<file path="config.mk">
export PLATFORM = sky130hd
export DESIGN_NAME = chunked_arena_bump_allocator
export DESIGN_NICKNAME = d
export VERILOG_FILES = /design/src/cbba_pkg.sv /design/src/chunked_arena_bump_allocator.sv /design/src/cbba_cell.sv
export SDC_FILE = /design/constraint.sdc
export NUM_CORES = 2
export LEC_CHECK = 0
export BUFFER_PORTS_ARGS = -buffer_cell sky130_fd_sc_hd__buf_2
export CAP_MARGIN = 40
export CELL_PAD_IN_SITES_DETAIL_PLACEMENT = 0
export CELL_PAD_IN_SITES_GLOBAL_PLACEMENT = 2
export CORE_MARGIN = 5
export CORE_UTILIZATION = 41
export DETAILED_ROUTE_END_ITERATION = 12
export GPL_ROUTABILITY_DRIVEN = 0
export PLACE_DENSITY = 0.75
export SETUP_SLACK_MARGIN = 0.5
export SLEW_MARGIN = 20
export SYNTH_ARGS = -nofsm -noshare
export SYNTH_HDL_FRONTEND = slang
export SYNTH_SLANG_ARGS = --single-unit
</file>
<file path="constraint.sdc">
create_clock -name clock -period 30.3 [get_ports clock]
set_input_delay 9.09 -clock clock [delete_from_list [all_inputs] [get_ports clock]]
set_output_delay 9.09 -clock clock [all_outputs]
set_load 0.01 [all_outputs]
</file>
<file path="src/cbba_pkg.sv">
// Shared constants, types and helpers for the chunked arena bump allocator.
// Used by cbba_cell and by chunked_arena_bump_allocator; depends on nothing.
`timescale 1ns / 1ps
package cbba_pkg;

   localparam int MAX_CHUNKS = 16;
   localparam int IDX_W      = $clog2(MAX_CHUNKS);
   localparam int CNT_W      = $clog2(MAX_CHUNKS + 1);
   localparam int ADDR_W     = 32;
   localparam int SIZE_W     = 24;
   localparam int ALOG_W     = 4;
   localparam int PAD_W      = (1 << ALOG_W) - 1;
   localparam int CSR_IDX_W  = 2;

   localparam logic [CSR_IDX_W-1:0] CSR_REGION_BASE = 2'd0;
   localparam logic [CSR_IDX_W-1:0] CSR_INITIAL     = 2'd1;
   localparam logic [CSR_IDX_W-1:0] CSR_MINIMUM     = 2'd2;

   localparam logic REQ_ALLOC = 1'b0;
   localparam logic REQ_RESET = 1'b1;

   // Values broadcast to every cell during a scan.
   typedef struct packed {
      logic [SIZE_W-1:0] size;
      logic [PAD_W-1:0]  amask;
      logic [IDX_W-1:0]  target;
      logic [CNT_W-1:0]  count;
   } scan_type;

   // Link handed from one cell to the next.
   typedef struct packed {
      logic             live;
      logic             hit;
      logic [IDX_W-1:0] idx;
      logic [PAD_W-1:0] off;
   } link_type;

   // Padding that brings addr up to the alignment given by amask.
   function automatic logic [PAD_W-1:0] pad_of(input logic [ADDR_W-1:0] addr,
                                               input logic [PAD_W-1:0] amask);
      logic [PAD_W-1:0] neg;
      neg = ~addr[PAD_W-1:0] + {{(PAD_W-1){1'b0}}, 1'b1};
      return neg & amask;
   endfunction

endpackage

</file>
<file path="src/chunked_arena_bump_allocator.sv">
// Top level of the chunked arena bump allocator: request sequencer, totals
// and the row of chunk cells. Depends on cbba_pkg and cbba_cell.
`timescale 1ns / 1ps
// A request is taken when start is high and busy is low; its one result
// appears on the rsp_ ports for a single cycle, flagged by rsp_strobe, and
// the receiver cannot stall it. A reset transaction goes straight to the
// result. An allocation first creates the first chunk if none exists, then
// tests the current chunk. When it does not fit, a token runs once along
// the row of MAX_CHUNKS chunk cells, one cell per cycle, looking for the
// first later chunk that fits; a new chunk is appended when none does. A
// request that fails because the chunk table is full skips placement and
// the high-water update. busy stays high through the result strobe.
// Configuration writes are always accepted and are meant to be made while
// busy is low; they only affect chunks appended afterwards.
module chunked_arena_bump_allocator (
   input  logic                            clock,
   input  logic                            reset,
   input  logic                            start,
   output logic                            busy,
   input  logic                            req_type,
   input  logic [cbba_pkg::SIZE_W-1:0]     req_size_bytes,
   input  logic [cbba_pkg::ALOG_W-1:0]     req_align_log2,
   output logic                            rsp_strobe,
   output logic [31:0]                     rsp_address,
   output logic                            rsp_added_chunk,
   output logic                            rsp_failed,
   output logic [31:0]                     rsp_used_bytes,
   output logic [31:0]                     rsp_high_water,
   output logic [31:0]                     rsp_reserved_bytes,
   input  logic                            csr_valid,
   output logic                            csr_ready,
   input  logic [cbba_pkg::CSR_IDX_W-1:0]  csr_index,
   input  logic [31:0]                     csr_data
);

   localparam int N = cbba_pkg::MAX_CHUNKS;
   localparam int IW = cbba_pkg::IDX_W;
   localparam int CW = cbba_pkg::CNT_W;
   localparam int AW = cbba_pkg::ADDR_W;
   localparam int PW = cbba_pkg::PAD_W;
   localparam int SW = cbba_pkg::SIZE_W;

   typedef enum logic [3:0] {
      ST_IDLE, ST_FIRST, ST_CALC, ST_TEST, ST_SCAN,
      ST_APPEND, ST_PLACE, ST_PEAK, ST_RESP
   } state_type;

   state_type state_ff;

   // Configuration registers.
   logic [AW-1:0] region_base_ff;
   logic [31:0]   initial_ff, minimum_ff;

   // Arena state.
   logic [CW-1:0] count_ff;
   logic [IW-1:0] cur_ff, target_ff;
   logic [31:0]   fill_ff, used_ff, peak_ff, resv_ff, last_cap_ff;
   logic [AW-1:0] last_end_ff;

   // Request in flight.
   logic [SW-1:0] size_ff;
   logic [PW-1:0] amask_ff;
   logic [32:0]   off_ff;
   logic          tok_ff;
   logic [31:0]   addr_ff;
   logic          added_ff, failed_ff;

   // Cell row.
   cbba_pkg::scan_type  scan;
   cbba_pkg::link_type  links [N+1];
   logic [AW-1:0]       cell_start [N];
   logic [31:0]         cell_cap   [N];
   logic                wr_en;
   logic [IW-1:0]       wr_idx;
   logic [AW-1:0]       wr_start;
   logic [31:0]         wr_cap;

   // Combinational helpers.
   logic [AW-1:0] sel_start;
   logic [31:0]   sel_cap;
   logic [PW-1:0] pad_cur, pad_new;
   logic [32:0]   off_cur;
   logic          fit_cur;
   logic [31:0]   first_cap, new_cap;
   logic [32:0]   cap_need, cap_dbl, cap_max;
   logic [32:0]   resv_sum, used_sum;
   logic [31:0]   resv_sat, used_sat;
   logic [PW:0]   align_val;

   assign csr_ready = 1'b1;
   assign busy      = (state_ff != ST_IDLE);

   // The scan token enters the row with no hit recorded.
   assign links[0] = {tok_ff, 1'b0, {IW{1'b0}}, {PW{1'b0}}};

   always_comb begin
      sel_start = cell_start[target_ff];
      sel_cap   = cell_cap[target_ff];
      pad_cur   = cbba_pkg::pad_of(sel_start + fill_ff, amask_ff);
      off_cur   = {1'b0, fill_ff} + {{(33-PW){1'b0}}, pad_cur};
      fit_cur   = ({1'b0, off_ff} + {{(34-SW){1'b0}}, size_ff}) <= {2'b00, sel_cap};

      first_cap = (minimum_ff > initial_ff) ? minimum_ff : initial_ff;

      // A new chunk holds at least the request plus its alignment, twice the
      // last chunk and the minimum, saturated to 32 bits.
      align_val = {1'b0, amask_ff} + {{PW{1'b0}}, 1'b1};
      cap_need  = {{(33-SW){1'b0}}, size_ff} + {{(32-PW){1'b0}}, align_val};
      cap_dbl   = {last_cap_ff, 1'b0};
      cap_max   = (cap_dbl > cap_need) ? cap_dbl : cap_need;
      if ({1'b0, minimum_ff} > cap_max) begin
         cap_max = {1'b0, minimum_ff};
      end
      new_cap   = cap_max[32] ? 32'hFFFF_FFFF : cap_max[31:0];
      pad_new   = cbba_pkg::pad_of(last_end_ff, amask_ff);

      wr_en    = (state_ff == ST_FIRST) || (state_ff == ST_APPEND);
      wr_idx   = (state_ff == ST_FIRST) ? '0 : count_ff[IW-1:0];
      wr_start = (state_ff == ST_FIRST) ? region_base_ff : last_end_ff;
      wr_cap   = (state_ff == ST_FIRST) ? first_cap : new_cap;
      resv_sum = {1'b0, resv_ff} + {1'b0, wr_cap};
      resv_sat = resv_sum[32] ? 32'hFFFF_FFFF : resv_sum[31:0];

      used_sum = {1'b0, used_ff} + {9'd0, size_ff};
      used_sat = used_sum[32] ? 32'hFFFF_FFFF : used_sum[31:0];

      scan.size   = size_ff;
      scan.amask  = amask_ff;
      scan.target = target_ff;
      scan.count  = count_ff;
   end

   for (genvar g = 0; g < N; g++) begin : g_cell
      cbba_cell u_cell (
         .clock    (clock),
         .reset    (reset),
         .my_idx   (IW'(g)),
         .wr_en    (wr_en),
         .wr_idx   (wr_idx),
         .wr_start (wr_start),
         .wr_cap   (wr_cap),
         .scan     (scan),
         .link_in  (links[g]),
         .link_out (links[g+1]),
         .start_o  (cell_start[g]),
         .cap_o    (cell_cap[g])
      );
   end

   always_ff @(posedge clock) begin
      if (reset) begin
         state_ff       <= ST_IDLE;
         region_base_ff <= '0;
         initial_ff     <= 32'd4096;
         minimum_ff     <= 32'd4096;
         count_ff       <= '0;
         cur_ff         <= '0;
         target_ff      <= '0;
         fill_ff        <= '0;
         used_ff        <= '0;
         peak_ff        <= '0;
         resv_ff        <= '0;
         tok_ff         <= 1'b0;
         added_ff       <= 1'b0;
         failed_ff      <= 1'b0;
      end else begin
         if (csr_valid && csr_ready) begin
            case (csr_index)
               cbba_pkg::CSR_REGION_BASE: region_base_ff <= csr_data;
               cbba_pkg::CSR_INITIAL:     initial_ff     <= csr_data;
               cbba_pkg::CSR_MINIMUM:     minimum_ff     <= csr_data;
               default: ;
            endcase
         end
         tok_ff <= 1'b0;
         case (state_ff)
            ST_IDLE: begin
               if (start) begin
                  size_ff   <= req_size_bytes;
                  amask_ff  <= PW'((32'd1 << req_align_log2) - 32'd1);
                  target_ff <= cur_ff;
                  addr_ff   <= '0;
                  added_ff  <= 1'b0;
                  failed_ff <= 1'b0;
                  if (req_type == cbba_pkg::REQ_RESET) begin
                     cur_ff   <= '0;
                     fill_ff  <= '0;
                     used_ff  <= '0;
                     state_ff <= ST_RESP;
                  end else if (count_ff == '0) begin
                     state_ff <= ST_FIRST;
                  end else begin
                     state_ff <= ST_CALC;
                  end
               end
            end
            ST_FIRST: begin
               last_end_ff <= region_base_ff + first_cap;
               last_cap_ff <= first_cap;
               count_ff    <= CW'(1);
               resv_ff     <= resv_sat;
               cur_ff      <= '0;
               target_ff   <= '0;
               fill_ff     <= '0;
               added_ff    <= 1'b1;
               state_ff    <= ST_CALC;
            end
            ST_CALC: begin
               off_ff   <= off_cur;
               state_ff <= ST_TEST;
            end
            ST_TEST: begin
               if (fit_cur) begin
                  state_ff <= ST_PLACE;
               end else begin
                  tok_ff   <= 1'b1;
                  state_ff <= ST_SCAN;
               end
            end
            ST_SCAN: begin
               if (links[N].live) begin
                  if (links[N].hit) begin
                     target_ff <= links[N].idx;
                     off_ff    <= {{(33-PW){1'b0}}, links[N].off};
                     state_ff  <= ST_PLACE;
                  end else if (count_ff == CW'(N)) begin
                     failed_ff <= 1'b1;
                     added_ff  <= 1'b0;
                     state_ff  <= ST_RESP;
                  end else begin
                     state_ff <= ST_APPEND;
                  end
               end
            end
            ST_APPEND: begin
               last_end_ff <= last_end_ff + new_cap;
               last_cap_ff <= new_cap;
               count_ff    <= count_ff + CW'(1);
               resv_ff     <= resv_sat;
               target_ff   <= count_ff[IW-1:0];
               off_ff      <= {{(33-PW){1'b0}}, pad_new};
               added_ff    <= 1'b1;
               state_ff    <= ST_PLACE;
            end
            ST_PLACE: begin
               // The placement always lies inside the chunk, so the new fill
               // fits in 32 bits.
               cur_ff   <= target_ff;
               addr_ff  <= sel_start + off_ff[31:0];
               fill_ff  <= off_ff[31:0] + {8'd0, size_ff};
               used_ff  <= used_sat;
               state_ff <= ST_PEAK;
            end
            ST_PEAK: begin
               if (used_ff > peak_ff) begin
                  peak_ff <= used_ff;
               end
               state_ff <= ST_RESP;
            end
            ST_RESP: begin
               state_ff <= ST_IDLE;
            end
            default: state_ff <= ST_IDLE;
         endcase
      end
   end

   assign rsp_strobe         = (state_ff == ST_RESP);
   assign rsp_address        = addr_ff;
   assign rsp_added_chunk    = added_ff;
   assign rsp_failed         = failed_ff;
   assign rsp_used_bytes     = used_ff;
   assign rsp_high_water     = peak_ff;
   assign rsp_reserved_bytes = resv_ff;

endmodule

</file>
<file path="src/cbba_cell.sv">
// One chunk cell: holds a chunk's start and capacity and forms one stage of
// the first-fit scan chain. Depends on cbba_pkg.
`timescale 1ns / 1ps
module cbba_cell (
   input  logic                         clock,
   input  logic                         reset,
   input  logic [cbba_pkg::IDX_W-1:0]   my_idx,
   input  logic                         wr_en,
   input  logic [cbba_pkg::IDX_W-1:0]   wr_idx,
   input  logic [cbba_pkg::ADDR_W-1:0]  wr_start,
   input  logic [31:0]                  wr_cap,
   input  cbba_pkg::scan_type           scan,
   input  cbba_pkg::link_type           link_in,
   output cbba_pkg::link_type           link_out,
   output logic [cbba_pkg::ADDR_W-1:0]  start_o,
   output logic [31:0]                  cap_o
);

   logic [cbba_pkg::ADDR_W-1:0] start_ff;
   logic [31:0]                 cap_ff;
   cbba_pkg::link_type          link_ff, link_in_c;
   logic [cbba_pkg::PAD_W-1:0]  pad;
   logic                        eligible, fits;

   always_comb begin
      pad      = cbba_pkg::pad_of(start_ff, scan.amask);
      eligible = (my_idx > scan.target) && ({1'b0, my_idx} < scan.count);
      fits     = ({8'd0, {{(cbba_pkg::SIZE_W+1-cbba_pkg::PAD_W){1'b0}}, pad} +
                  {1'b0, scan.size}} <= {1'b0, cap_ff});
      link_in_c = link_in;
      if (link_in.live && !link_in.hit && eligible && fits) begin
         link_in_c.hit = 1'b1;
         link_in_c.idx = my_idx;
         link_in_c.off = pad;
      end
   end

   always_ff @(posedge clock) begin
      if (wr_en && (wr_idx == my_idx)) begin
         start_ff <= wr_start;
         cap_ff   <= wr_cap;
      end
      if (reset) begin
         link_ff <= '0;
      end else begin
         link_ff <= link_in_c;
      end
   end

   assign link_out = link_ff;
   assign start_o  = start_ff;
   assign cap_o    = cap_ff;

endmodule

</file>
==> key figures <==
Placement
  • Total half-perimeter wirelength after legalization and detailed placement: 362.3 mm
  • Inst Count DP: 14.02k
  • Area of placed instances: 115500 µm²
  • Number of I/O port buffers: 198

STA
  • RSZ-0062 raised after global routing: no
  • Final setup fails: 0
  • Setup Total Neg Slack: 0 ns
  • Tightest Pin Transition: 1.043 ns
  • Post-layout min period: 14.04 ns
  • Max-slew headroom at the worst pin: 30.46%
  • Final max-slew violation count: 0
  • Fin Clk Skew: 0.09681 ns
  • Highest clock frequency the design can meet: 71.25 MHz
  • Ratio of final minimum period to clock period: 46.32%
  • Final Hold Viols: 0

Min path
  • Min-delay src: g_cell[11].u_cell.link_out[17]$_SDFF_PP0_
  • HP Class: flip-flop to flip-flop
  • Hold path endpoint: g_cell[12].u_cell.link_out[17]$_SDFF_PP0_
  • Worst hold stages: 1

Global routing
  • Maximum number of pins on one net before global-route repair: 99
  • Wire length of the first global-routing pass: 639.5 mm
  • Overall track demand over capacity in global routing: 32.73%
  • Number of antenna violations at the first check in global routing: 43
  • Overflow after GRT: 0
  • Via count of the first global-routing pass: 83.01k

Cells and area
  • Number of non-filler instances in the completed layout: 14.42k
  • FF+latch area: 46780 µm²
  • Post-layout nets: 11.81k
  • Multi-input gate area in the final layout: 57890 µm²
  • Count of filler cells inserted in the layout: 24.57k
  • Post-route cell area: 122600 µm²
  • Synthesis-to-finish area growth: 13.23%
  • Fraction of final layout cells with drive strength greater than 1: 12.34%

Floorplanning
  • Core Area: 262700 µm²
  • Width of the die: 523.9 µm
  • Die ar.: 274500 µm²
  • Placement row count: 188
  • Effective utilization at floorplan: 41.21%
  • I/O pin cnt: 200
  • Die extent in y: 523.9 µm

Yosys
  • Synth async-reset ratio: 0%
  • Netlist cell types: 86
  • Total number of yosys warnings: 0
  • Synthesized netlist cell count: 10.41k
  • Number of flip-flops and latches in the synthesized netlist: 1740
  • Net count of the mapped netlist: 11.49k
  • Number of enable-type register cells in the synthesized netlist: 1192
  • Synthesized area per cell: 10.40 µm²
  • Area of the mapped netlist: 108300 µm²
  • Primary flip-flop cell chosen by synthesis mapping: sky130_fd_sc_hd__edfxtp_1
  • Sequential fraction of the synthesis area: 43.19%

CTS
  • TritonCTS sink count: 1740
  • Total of cells resized after clock tree synthesis: 0
  • Maximum count of clock buffers along a single path: 4
  • Buffer cell driving the clock tree root: sky130_fd_sc_hd__clkbuf_16
  • Count of H-tree levels built during CTS: 4
  • Post-CTS setup buffers: 0
  • Register clock-pin slew on the reported worst setup and hold paths: 0.06 ns
  • Hold buffers post-CTS: 0
  • Num CTS Buffers: 206
  • TritonCTS clock tree: yes
  • Clk Latency, worst-skew pair: 0.92 ns

Setup path
  • WS Path Type: flip-flop to flip-flop
  • Category of the worst setup path capture point: flip-flop
  • Crit path max-delay cell type: sky130_fd_sc_hd__a2111oi_0
  • Register-to-register setup slack: 16.26 ns
  • Arrival @ worst endpoint: 14.82 ns
  • Largest incremental delay on the critical path: 0.80 ns
  • Kind of start point of the critical path: flip-flop
  • Critical-path maximum fanout: 30
  • Required time reported for the critical path endpoint: 31.08 ns
  • Cell depth of the worst flop-to-flop path: 42
  • Reg2Reg Launch Point: amask_ff[0]$_DFFE_PP_
  • Delay-heaviest family, CP: compound AO/OA/AOI/OAI gates
  • Crit path buf inv count: 2
  • Most frequent CP cell: sky130_fd_sc_hd__a21oi_1
  • Worst reg2reg path endpoint: rsp_reserved_bytes[1]$_SDFFE_PP0N_

Detailed routing
  • Mean routed wirelength per cell: 32.12 µm
  • Detailed-routing iteration count for the pre-antenna-repair pass: 6
  • Antenna Violating Nets Remaining: 0
  • Iteration-0 DRC Markers: 11.73k
  • DRC Markers: 0
  • Final wirelength: 463.3 mm
  • Ratio of routed vias to standard cells: 6.183
  • DR vias: 89.18k

Run status
  • Status: finished clean

Flow run
  • Max-cap violation count: 0

Power and ir drop
  • Leak pwr: 0.04846 µW
  • Max rail drop VDD: 0.05182 mV
  • Total power per unit cell area: 54.08 nW/µm²
  • Total power after layout: 6631 µW
logic make-up after synthesis:
| group | Yosys count | synth area share, % |
|---|---|---|
| and+or+nand+nor | 2992 | 13.54 |
| buffers and inverters | 1140 | 3.961 |
| xor gates and xnor gates | 608 | 4.918 |
| AOI/OAI and AO/OA | 2414 | 14.17 |
| DFF | 1740 | 43.19 |
| adders and majority gates | 1012 | 11.86 |
| other | 1 | 0.003463 |
| muxes | 502 | 8.364 |
where the power goes:
group | internal [µW] | total (µW) | switching (µW) | leakage [µW]
combinational | 510 | 1440 | 926 | 0.0300
sequential | 2600 | 2640 | 43.3 | 0.0152
clock | 1480 | 2560 | 1080 | 0.00329
total | 4580 | 6630 | 2050 | 0.0485
worst max path at each step:
stage | start | endpoint | slack [ns] | cells past startpoint
6_report | amask_ff[0]$_DFFE_PP_ | rsp_reserved_bytes[1]$_SDFFE_PP0N_ | 16.26 | 42
5_1_grt | amask_ff[0]$_DFFE_PP_ | rsp_reserved_bytes[1]$_SDFFE_PP0N_ | 15.83 | 42
4_1_cts | amask_ff[0]$_DFFE_PP_ | rsp_reserved_bytes[1]$_SDFFE_PP0N_ | 16.77 | 41
3_5_place_dp | amask_ff[0]$_DFFE_PP_ | rsp_reserved_bytes[1]$_SDFFE_PP0N_ | 16.83 | 41
3_3_place_gp | amask_ff[0]$_DFFE_PP_ | rsp_reserved_bytes[1]$_SDFFE_PP0N_ | 16.52 | 41
2_1_floorplan | reset | last_cap_ff[0]$_DFFE_PP_ | 17.41 | 4
cells in the mapped netlist (all sizes together), types with 101 or more instances:
master,number,share of area (%)
o21a,175,1.2
o21ai,497,2.3
xor2,158,1.3
nor3,237,1.1
mux2i,159,1.5
dfxtp,548,10
or3,102,0.60
a21oi,801,3.7
xnor2,450,3.6
ha,988,11
inv,748,2.6
nand2,898,3.1
nand2b,101,0.58
a21o,273,1.9
nor2,574,2.0
and3,169,0.98
mux4,320,6.7
clkbuf,322,1.1
nand4,123,0.71
nand3,254,1.2
and2,180,1.0
edfxtp,1192,33
registers in the layout, summed over array words and instances (netlist names), 33 cells and up:
name                    flops
g_cell.u_cell.cap_o       512
g_cell.u_cell.link_out    304
g_cell.u_cell.start_o     512
off_ff                     33
final cells by class:
| type | instances | area share (%) |
|---|---|---|
| multi-input combinational | 7529 | 47.21 |
| sequential | 1740 | 38.15 |
| clock buffer | 272 | 4.660 |
| tap | 3515 | 3.587 |
| timing repair buffer | 506 | 3.177 |
| inverter | 750 | 2.302 |
| clock inverter | 103 | 0.8919 |
| antenna | 8 | 0.01633 |
through the flow:
stage                     util (%)  setup slack, ns  hold WS (ns)
after global placement       43.59            16.52        0.4295
after floorplan                  -            17.41        0.4108
after global routing         46.66            15.83        0.4607
after CTS                    46.55            16.77        0.4299
final                        46.67            16.26        0.4364
after detailed placement     43.96            16.83        0.4322
routing by layer:
metal / global-route usage, % / part of all wire, % / vias up
met1: 47.59 / 43 / 44310
met2: 46.11 / 40 / 4826
li1: - / - / 39250
met3: 9.467 / 12 / 770
met4: 11.80 / 4.4 / 16
met5: 0 / 0.076 / -
cell usage in the layout, fill, tap and decap left out, types with 60 or more instances in the layout:
cell type / instances
sky130_fd_sc_hd__edfxtp_1: 1192
sky130_fd_sc_hd__ha_1: 988
sky130_fd_sc_hd__nand2_1: 896
sky130_fd_sc_hd__a21oi_1: 797
sky130_fd_sc_hd__inv_1: 748
sky130_fd_sc_hd__nor2_1: 557
sky130_fd_sc_hd__dfxtp_1: 544
sky130_fd_sc_hd__o21ai_0: 472
sky130_fd_sc_hd__xnor2_1: 450
sky130_fd_sc_hd__mux4_2: 320
sky130_fd_sc_hd__a21o_1: 272
sky130_fd_sc_hd__nand3_1: 254
sky130_fd_sc_hd__buf_4: 243
sky130_fd_sc_hd__nor3_1: 230
sky130_fd_sc_hd__clkbuf_16: 212
sky130_fd_sc_hd__buf_2: 209
sky130_fd_sc_hd__and2_1: 179
sky130_fd_sc_hd__o21a_1: 173
sky130_fd_sc_hd__and3_1: 169
sky130_fd_sc_hd__xor2_1: 158
sky130_fd_sc_hd__mux2i_1: 142
sky130_fd_sc_hd__nand4_1: 123
sky130_fd_sc_hd__nand2b_1: 101
sky130_fd_sc_hd__nor2b_1: 100
sky130_fd_sc_hd__or3_1: 98
sky130_fd_sc_hd__nor4_1: 82
sky130_fd_sc_hd__a211oi_1: 69
sky130_fd_sc_hd__a41o_1: 60
No activity file was read; power rests on OpenSTA's default activity.
